==> src/hw/rtl/maf_div.sv <==
// bit-serial restoring divider, one quotient bit per cycle
`default_nettype none

module maf_div #(
    parameter int DIVIDEND_W = 48,
    parameter int DIVISOR_W  = 16,
    parameter int QUOT_W     = 32
) (
    input  wire logic                  i_clk,
    input  wire logic                  i_rst_n,
    input  wire logic                  i_start,
    input  wire logic [DIVIDEND_W-1:0] i_dividend,
    input  wire logic [DIVISOR_W-1:0]  i_divisor,
    output logic                       o_done,
    output logic [QUOT_W-1:0]          o_quotient
);

    localparam int CNT_W = $clog2(DIVIDEND_W + 1);

    logic                  r_busy;
    logic                  r_done;
    logic [CNT_W-1:0]      r_cnt;
    logic [DIVIDEND_W-1:0] r_num;
    logic [DIVISOR_W-1:0]  r_den;
    logic [DIVISOR_W-1:0]  r_rem;
    logic [QUOT_W-1:0]     r_quo;

    logic [DIVISOR_W:0]    w_trial;
    logic                  w_ge;
    logic [DIVISOR_W:0]    w_diff;
    logic [DIVISOR_W-1:0]  n_rem;

    always_comb begin
        w_trial = {r_rem, r_num[DIVIDEND_W-1]};
        w_ge    = (w_trial >= {1'b0, r_den});
        w_diff  = w_trial - {1'b0, r_den};
        n_rem   = w_ge ? w_diff[DIVISOR_W-1:0] : w_trial[DIVISOR_W-1:0];
    end

    always_ff @(posedge i_clk) begin
        if (!i_rst_n) begin
            r_busy <= 1'b0;
            r_done <= 1'b0;
            r_cnt  <= '0;
        end else begin
            r_done <= 1'b0;
            if (i_start) begin
                r_busy <= 1'b1;
                r_cnt  <= CNT_W'(DIVIDEND_W);
            end else if (r_busy) begin
                r_cnt <= r_cnt - CNT_W'(1);
                if (r_cnt == CNT_W'(1)) begin
                    r_busy <= 1'b0;
                    r_done <= 1'b1;
                end
            end
        end
    end

    always_ff @(posedge i_clk) begin
        if (i_start) begin
            r_num <= i_dividend;
            r_den <= i_divisor;
            r_rem <= '0;
            r_quo <= '0;
        end else if (r_busy) begin
            r_num <= r_num << 1;
            r_rem <= n_rem;
            r_quo <= {r_quo[QUOT_W-2:0], w_ge};
        end
    end

    assign o_done     = r_done;
    assign o_quotient = r_quo;

endmodule

`default_nettype wire

==> config.mk <==
export PLATFORM = sky130hd
export DESIGN_NAME = maf_div
export DESIGN_NICKNAME = d
export VERILOG_FILES = /design/src/hw/rtl/maf_div.sv
export SDC_FILE = /design/constraint.sdc
export NUM_CORES = 1
export LEC_CHECK = 0
export ABC_AREA = 1
export BUFFER_PORTS_ARGS = -buffer_cell sky130_fd_sc_hd__buf_2
export CAP_MARGIN = 20
export CORE_MARGIN = 10
export CORE_UTILIZATION = 40
export DETAILED_ROUTE_END_ITERATION = 6
export GPL_TIMING_DRIVEN = 0
export HOLD_SLACK_MARGIN = 0.15
export PLACE_DENSITY = 0.59
export SYNTH_ARGS = -nofsm -noshare
export SYNTH_HDL_FRONTEND = slang
export SYNTH_SLANG_ARGS = --single-unit
==> constraint.sdc <==
create_clock -name i_clk -period 4.8 [get_ports i_clk]
set_clock_uncertainty 0.05 [all_clocks]
set_input_delay 0 -clock i_clk [delete_from_list [all_inputs] [get_ports i_clk]]
set_output_delay 0 -clock i_clk [all_outputs]
set_load 0.02 [all_outputs]
== Word-level counts from Yosys, hierarchy flattened ==
Cells that the tools add are included.

* $add $sub $neg: 2
* Multiply operators: 0
* Divide/modulo/power cells: 0
* $lt $le $gt $ge: 1
* Equal/unequal tests: 1
* Shifts and indexed selects: 0
* Multiplexer cells: 9
* Bitwise logic cells: 2
* Reductions and logical operators: 3

{| class="wikitable"
|+ Operators with widths
! operator !! count
|-
| $mux 48 || 2
|-
| $ge 17x16->1 || 1
|-
| $mux 16 || 1
|-
| $sub 16x16->16 || 1
|-
| $mux 6 || 2
|-
| $eq 6x1->1 const B || 1
|-
| $sub 6x1->6 const B || 1
|-
| $mux 1 || 4
|-
| $reduce_or 3->1 || 1
|-
| $not 1->1 || 2
|-
| $reduce_bool 2->1 || 1
|-
| $reduce_or 2->1 || 1
|}

* Flip-flop bits (word level): 120
* Bits in latches: 0
* Memory bits (writable): 0
* Memory bits (read-only): 0
* Output and inout port bits: 33
* Word-level logic and storage cells: 26
* Memories kept: 0

== Longest topological paths before layout ==
Gate-level depths: netlist of the first run.

* Depth after elaboration: 4
* Gate-level depth with buffers: 15
* Gate-level depth less buffers: 14

== Worst setup path before layout of the first run ==
OpenSTA, ideal clock, no wires.

* Path kind: reg-to-reg
* From: register r_busy
* To: register r_num[0], enable pin
* Library setup time: 431 ps
* Arrival time: 2211 ps
* Slack: 2108 ps
* Cell stages (with the launch flop): 5
* Clock period less this slack: 2692 ps
* Cells stage by stage: dfxtp_1 buf_2 nor2_1 inv_1 clkbuf_1

* Word-level cells in the longest chain between the ends: 1

{| class="wikitable"
|+ Ends and longest elaborated chain
! item !! line !! text
|-
| from (decl) || 20 || <nowiki>logic r_busy;</nowiki>
|-
| from (signal assigned) || 42 || <nowiki>r_busy <= 1'b0;</nowiki>
|-
| from (signal assigned) || 48 || <nowiki>r_busy <= 1'b1;</nowiki>
|-
| from (signal assigned) || 53 || <nowiki>r_busy <= 1'b0;</nowiki>
|-
| $reduce_bool 2->1 (no line) || -- ||
|-
| to (signal assigned) || 62 || <nowiki>r_num <= i_dividend;</nowiki>
|-
| to (signal assigned) || 67 || <nowiki>r_num <= r_num << 1;</nowiki>
|-
| to (decl) || 23 || <nowiki>logic [DIVIDEND_W-1:0] r_num;</nowiki>
|}

Every way passes these cells.
A chain may end at the register's enable or synchronous reset.

== Worst setup path after layout of the first run ==
* From: input i_start
* To: register r_num[12], enable pin

* Word-level cells in the longest chain between the ends: 1

{| class="wikitable"
|+ Ends and longest elaborated chain
! item !! line !! text
|-
| from (decl) || 11 || <nowiki>input wire logic i_start,</nowiki>
|-
| $reduce_bool 2->1 (no line) || -- ||
|}

Every way passes these cells.

==> results of run 1 <==
synth_stat cells, types with 2 or more instances:
cell type / instances / area share
nand2_1: 266 / 0.17
inv_1: 101 / 0.066
edfxtp_1: 64 / 0.33
dfxtp_1: 56 / 0.20
nor2_1: 43 / 0.028
nand3_1: 34 / 0.030
o22ai_1: 29 / 0.032
a21oi_1: 19 / 0.017
ha_1: 18 / 0.039
clkbuf_1: 15 / 0.0098
o21ai_0: 11 / 0.0096
nand4_1: 9 / 0.0098
a21boi_0: 6 / 0.0078
buf_2: 4 / 0.0035
buf_6: 3 / 0.0059
nor3_1: 3 / 0.0026
a211oi_1: 2 / 0.0026
buf_1: 2 / 0.0013
inv_2: 2 / 0.0013
nand2_2: 2 / 0.0022
nand2_4: 2 / 0.0039
nor3b_1: 2 / 0.0026
o21a_1: 2 / 0.0026
xnor2_1: 2 / 0.0031
power groups by stage:
| stage | Combinational (mW) | Clock, mW | Sequential, mW |
|---|---|---|---|
| after floorplan | 0.146 | 0 | 1.19 |
| after global placement | 0.220 | 0 | 1.19 |
| after detailed placement | 0.228 | 0 | 1.19 |
| after CTS | 0.271 | 1.13 | 1.17 |
| after global routing | 0.307 | 1.18 | 1.18 |
| final | 0.273 | 1.11 | 1.17 |
worst paths after layout:
path	slack (ns)	depth (start not counted)	endpoint	start
max	2.28	7	r_num[12]$_DFFE_PP_	i_start
min	0.25	2	r_den[9]$_DFFE_PP_	i_divisor[9]
max reg2reg	2.45	5	r_num[12]$_DFFE_PP_	r_busy$_SDFF_PN0_
min reg2reg	0.41	2	o_quotient[31]$_SDFFE_PP0P_	o_quotient[31]$_SDFFE_PP0P_
through the flow:
stage	hold WS, ns	cells
detailed placement	0.129	988
global placement	0.129	987
CTS	0.240	1086
floorplan	0.0489	708
global route	0.246	1087
finish	0.254	1087
timing repair:
action                    4_1_cts  5_1_grt
setup buffers                   0        0
gates resized for setup         0        0
hold buffers                   66        0
hold endpoints to repair       88        0
placed cells by master, fill, tap and decap left out, types with 19 or more instances in the layout:
| master | count |
|---|---|
| edfxtp_1 | 64 |
| nand2_1 | 266 |
| dlygate4sd3_1 | 66 |
| nor2_1 | 43 |
| o22ai_1 | 29 |
| dfxtp_1 | 56 |
| buf_2 | 103 |
| nand3_1 | 34 |
| inv_1 | 101 |
| a21oi_1 | 19 |
logic make-up (layout without fill, tap and decap cells):
logic type      Yosys count  in the layout  share of synthesized area
simple gates            364            364                      0.258
buf+inv                 129            327                     0.0896
flops                   120            120                      0.530
compound gates           73             73                     0.0756
xor+xnor                  3              3                    0.00458
other cells               0              1                          0
fa+ha+maj                19             19                     0.0427
state kept, by name, indices dropped and copies added, names as in the netlist:
register    flops
o_done          1
o_quotient     32
r_busy          1
r_cnt           6
r_den          16
r_num          48
r_rem          16
area by class of cell:
type                            instances  area [µm²]  area share
Sequential cell                       120        3040       0.397
Inverter                              105         397      0.0518
Clock inverter                         12        78.8      0.0103
Clock buffer                           20         437      0.0570
Antenna cell                            1        2.50    0.000327
Buffer                                 24         119      0.0155
Tap cell                              180         225      0.0294
Timing Repair Buffer                  166        1180       0.153
Multi-Input combinational cell        459        2180       0.285
layer usage:
layer / GRT usage / vias up
met3: 0.0419 / 15
met1: 0.175 / 2323
met2: 0.270 / 99
li1: - / 2640
met5: 0 / -
met4: 0.0489 / 0
==> flow_metrics.py, run 1 <==
metrics = {
    "setup_path": {
        "worstSetupPathType": "input port to register",
        "cp_data_required_time_ns": 4.90,
        "critPathBufInv": 6,
        "slowest_stage": "dlygate4sd3_1",
        "cp_max_fo": 31,
        "cp_common_cell": "buf_2",
        "cp_top_family": "buffers and inverters",
        "startpoint_type": "input port",
        "path_cells": "dlygate4sd3_1 -> buf_2 -> buf_2 -> nor2_1 -> inv_1 -> clkbuf_2 -> buf_12",
        "crit_arrival_ns": 2.62,
        "critPathMaxStageDelay_ns": 0.53,
        "cp-end-kind": "register",
    },
    "sta": {
        "slew_headroom": 0.525,
        "finalSetupTns_ns": 0,
        "slew_violations": 0,
        "finalWorstSetupSlack_ns": 2.28,
        "fmax_ghz": 0.397,
        "hold_viol_final": 0,
        "period_minus_slack_ns": 2.52,
        "setup_viol": 0,
        "tightest_slew_ns": 0.712,
        "period_share": 0.524,
        "rsz0062_at_grt": "false",
    },
    "route": {
        "highest_layer": "met4",
        "met2_length_um": 7740,
        "dr_wl_met3_um": 665,
        "ant_nets": 0,
        "wl_per_cell_um": 14.0,
        "wl_um": 15200,
        "drc": 0,
        "drt_iter0_markers": 216,
        "viasPerCell": 4.67,
        "first_pass_iters": 5,
        "vias": 5077,
        "wl_met1_um": 6600,
    },
    "power_and_ir_drop": {
        "p_clk_frac": 0.434,
        "p_leak_nw": 3.67,
        "p_int_mw": 1.92,
        "power.density_mw_per_mm2": 333,
        "swShare": 0.247,
        "combPwrFrac": 0.107,
        "power.total_mw": 2.56,
        "pwr-share-seq": 0.459,
        "max-vdd-ir-drop_mv": 0.242,
        "p_sw_mw": 0.631,
    },
    "synth": {
        "synth_edf_count": 64,
        "ys_seq_elements": 120,
        "synthCells": 708,
        "yosys_warnings": 0,
        "synth_ff_type": "edfxtp_1",
        "synthesis.nets": 794,
        "syn_avg_cell_area_um2": 8.11,
        "ys_async_sr_fraction": 0,
        "synth_area_mm2": 0.00574,
        "synth.distinct_cells": 35,
        "ys_seq_area_frac": 0.530,
    },
    "global_route": {
        "gr-total-overflow": 0,
        "antenna_found_initial": 1,
        "grt_pass1_vias": 5226,
        "grt.total_usage": 0.153,
        "grt_pass1_wl_um": 24900,
        "grt_max_degree": 32,
    },
    "die": {
        "die_y_um": 140,
        "core-area_mm2": 0.0140,
        "die-area_mm2": 0.0195,
        "die_w_um": 140,
        "rows": 43,
        "start_util": 0.410,
        "ios": 100,
    },
    "cts": {
        "clk_latency_ns": 0.41,
        "cts_num_sinks": 120,
        "numCtsBuffers": 17,
        "ctsLongestPathBuffers": 2,
        "cts-htree-levels": 4,
        "cts_root_buf": "clkbuf_16",
        "clk_pin_slew_worst_paths_ns": 0.05,
        "cts_tree": "yes",
    },
    "placement": {
        "hpwl_um": 10800,
        "numPortBuffers": 99,
        "gp_congestion": 0.927,
        "pre_cts_slack_ns": 2.37,
        "placed_area_mm2": 0.00648,
    },
    "layout": {
        "fillCellCount": 1287,
        "nNetsFinal": 979,
        "drive_above_1_share": 0.162,
        "fin_area_mm2": 0.00766,
        "syn2layout_area_growth_pct": 33.4,
        "fin_util": 0.548,
    },
    "outcome": {
        "status": "finished clean",
    },
    "worst_hold_path": {
        "hold_path_class": "input port to register",
    },
    "flow_run": {
        "drv_cap": 0,
    },
}
Power figures use the tool's default switching activity.
==> run 2, diff against run 1 <==
--- a/config.mk
+++ b/config.mk
@@ -5,7 +5,7 @@
 export SDC_FILE = /design/constraint.sdc
 export NUM_CORES = 1
 export LEC_CHECK = 0
-export ABC_AREA = 1
+export ABC_AREA = 0
 export BUFFER_PORTS_ARGS = -buffer_cell sky130_fd_sc_hd__buf_2
 export CAP_MARGIN = 20
 export CORE_MARGIN = 10
==> constraint.sdc (replaced) <==
create_clock -name i_clk -period 2.35 [get_ports i_clk]
set_clock_uncertainty 0.05 [all_clocks]
set_input_delay 0 -clock i_clk [delete_from_list [all_inputs] [get_ports i_clk]]
set_output_delay 0 -clock i_clk [all_outputs]
set_load 0.02 [all_outputs]
==> run 2 against run 1 <==
The flow now finishes with violations (negative setup slack). Register-to-register slack lost 2.5 ns. Non-clock buffer count grew 16. Critical path depth grew 1. Combinational power grew to 3.5 times the previous value.
==> flow_metrics.py, run 2 <==
metrics = {
    "setup_path": {
        "crit_arrival_ns": 2.71,
        "worstSetupPathType": "register to register",
        "slowest_stage": "a2111o_1",
        "startpoint": "r_den[11]$_DFFE_PP_",
        "cp_max_fo": 9,
        "reg2reg_from": "r_den[11]$_DFFE_PP_",
        "path_cells": "inv_1 -> ha_2 -> nand2_1 -> a2111o_1 -> a31oi_4 -> buf_6 -> nand4_1 -> a311oi_1",
        "cp_data_required_time_ns": 2.62,
        "cp-end-kind": "register",
        "critPathMaxStageDelay_ns": 0.47,
        "startpoint_type": "register",
    },
    "layout": {
        "drive_above_1_share": 0.341,
        "multi_input_area_mm2": 0.00258,
        "top_register": "r_num",
        "fin_util": 0.578,
        "largest_reg_flops": 48,
        "most-common-layout-cells": "99 x buf_2, 66 x dlygate4sd3_1, 64 x edfxtp_1",
        "nNetsFinal": 759,
        "syn2layout_area_growth_pct": 43.2,
        "fillCellCount": 1184,
        "layout_commonest_cell": "buf_2",
        "fin_area_mm2": 0.00797,
        "regArea_mm2": 0.00304,
    },
    "route": {
        "ant_nets": 0,
        "first_pass_iters": 5,
        "drt_iter0_markers": 241,
        "wl_per_cell_um": 16.0,
        "drc": 0,
        "viasPerCell": 5.02,
        "wl_um": 13900,
        "vias": 4352,
    },
    "synth": {
        "synthAdderAreaFrac": 0.0441,
        "synth_top_family_by_area": "multiplexers",
        "synthesis.nets": 557,
        "synth_area_mm2": 0.00556,
        "yosys.area.top_type": "edfxtp_1",
        "syn_avg_cell_area_um2": 11.8,
        "ys_seq_elements": 120,
        "yosys.area_share.simple": 0.0978,
        "yosysMostFrequentCell": "edfxtp_1",
        "synth_top_cells_by_count": "64 x edfxtp_1, 56 x dfxtp_1, 56 x nor2_1",
        "yosys.area.top_type_share": 0.345,
        "synth_ff_type": "edfxtp_1",
        "synth-compound-area-share": 0.0922,
        "ys_seq_area_frac": 0.547,
        "synth_edf_count": 64,
        "netlist_top_cells_area": "edfxtp_1 35%, dfxtp_1 20%, mux2_2 9.5%",
        "ys_async_sr_fraction": 0,
        "synth.distinct_cells": 51,
        "synth_xor_area_frac": 0.0205,
        "synthCells": 471,
        "yosys_warnings": 0,
        "synthMuxAreaShare": 0.165,
    },
    "global_route": {
        "grt_max_degree": 31,
        "grt_pass1_vias": 4463,
        "grt.total_usage": 0.148,
        "antenna_found_initial": 1,
        "gr-total-overflow": 0,
        "grt_pass1_wl_um": 22200,
    },
    "outcome": {
        "violations": "negative setup slack",
        "status": "complete, but fails checks",
    },
    "placement": {
        "numPortBuffers": 99,
        "gp_congestion": 0.826,
        "pre_cts_slack_ns": -0.296,
        "hpwl_um": 8950,
        "placed_area_mm2": 0.00631,
    },
    "sta": {
        "setup_viol": 15,
        "finalWorstSetupSlack_ns": -0.0886,
        "period_share": 1.04,
        "finalSetupTns_ns": -0.802,
        "rsz0062_at_grt": "true",
        "period_minus_slack_ns": 2.44,
        "slew_violations": 0,
        "slew_headroom": 0.449,
        "fmax_ghz": 0.410,
        "hold_viol_final": 0,
        "tightest_slew_ns": 0.824,
        "hold_slack_ns": 0.241,
    },
    "cts": {
        "cts_num_sinks": 120,
        "clk_pin_slew_worst_paths_ns": 0.05,
        "cts-htree-levels": 4,
        "cts_tree": "yes",
        "cts_root_buf": "clkbuf_16",
        "numCtsBuffers": 17,
        "clk_latency_ns": 0.42,
        "ctsLongestPathBuffers": 2,
    },
    "die": {
        "die-area_mm2": 0.0190,
        "die_y_um": 138,
        "rows": 43,
        "ios": 100,
        "start_util": 0.404,
        "core-area_mm2": 0.0138,
        "die_w_um": 138,
    },
    "power_and_ir_drop": {
        "p_leak_nw": 3.22,
        "power.density_mw_per_mm2": 751,
        "max-vdd-ir-drop_mv": 0.525,
    },
    "worst_hold_path": {
        "hold_path_class": "input port to register",
        "worstHoldStart": "i_start",
    },
    "flow_run": {
        "drv_cap": 0,
    },
}
==> run 2: through the flow <==
step,power (mW),std cells
final,5.98,867
after global routing,6.22,867
after CTS,5.96,861
after detailed placement,3.17,751
after global placement,3.15,750
after floorplan,2.97,471
==> run 2: final timing paths <==
path | cells after the start | to | slack (ns)
worst min register to register | 2 | o_quotient[31]$_SDFFE_PP0P_ | 0.46
worst max-delay path | 8 | r_rem[12]$_SDFFE_PP0P_ | -0.09
worst max register to register | 8 | r_rem[12]$_SDFFE_PP0P_ | -0.09
worst min-delay path | 4 | r_cnt[4]$_SDFFE_PN0P_ | 0.24
==> run 2: layout make-up <==
class	count	area share
antenna	1	0.000314
buffer	22	0.0140
clock buffer	18	0.0539
timing repair buffer	184	0.167
clock inverter	14	0.0196
sequential	120	0.382
multi-input combinational	305	0.324
tap	180	0.0283
inverter	23	0.0108
==> run 2: routing by layer <==
layer | vias to the layer above | GRT usage | wire length [µm]
met4 | 0 | 0.0516 | 189
met2 | 116 | 0.234 | 6700
met3 | 22 | 0.0540 | 939
met1 | 2086 | 0.181 | 6080
li1 | 2128 | - | -
met5 | - | 0 | 0
==> run 2: logic make-up (layout without fill, tap and decap cells) <==
logic type / Yosys count / in the layout
adder cells (fa/ha/maj): 19 / 19
other: 0 / 1
flip-flops: 120 / 120
AO/OA/AOI/OAI: 69 / 69
AND/OR/NAND/NOR: 118 / 118
buffers and inverters: 46 / 261
XOR/XNOR: 13 / 13
multiplexers: 86 / 86
==> run 2: repair_timing <==
| item | 4_1_cts | 5_1_grt |
|---|---|---|
| pin swaps | 14 | 14 |
| gates cloned | 1 | 1 |
| buffers inserted | 12 | 5 |
| hold buffers | 66 | 0 |
| endpoints found under the hold margin | 88 | 0 |
| resized for setup | 30 | 24 |
| setup endpoints to repair | 17 | 17 |
==> run 2: worst max-delay path: cells and delay by family, from the launching register on <==
family	cells	cell delay [ns]
buffers and inverters	2	0.23
and+or+nand+nor	2	0.24
adders and majority gates	1	0.41
DFF	1	0.32
AOI/OAI and AO/OA	3	1.09
==> run 2: report_power, final <==
part	leakage, nW	switching (mW)	internal, mW	total (mW)
Combinational	1.85	0.455	0.487	0.942
Clock	0.279	0.945	1.65	2.60
Sequential	1.10	0.0616	2.38	2.44
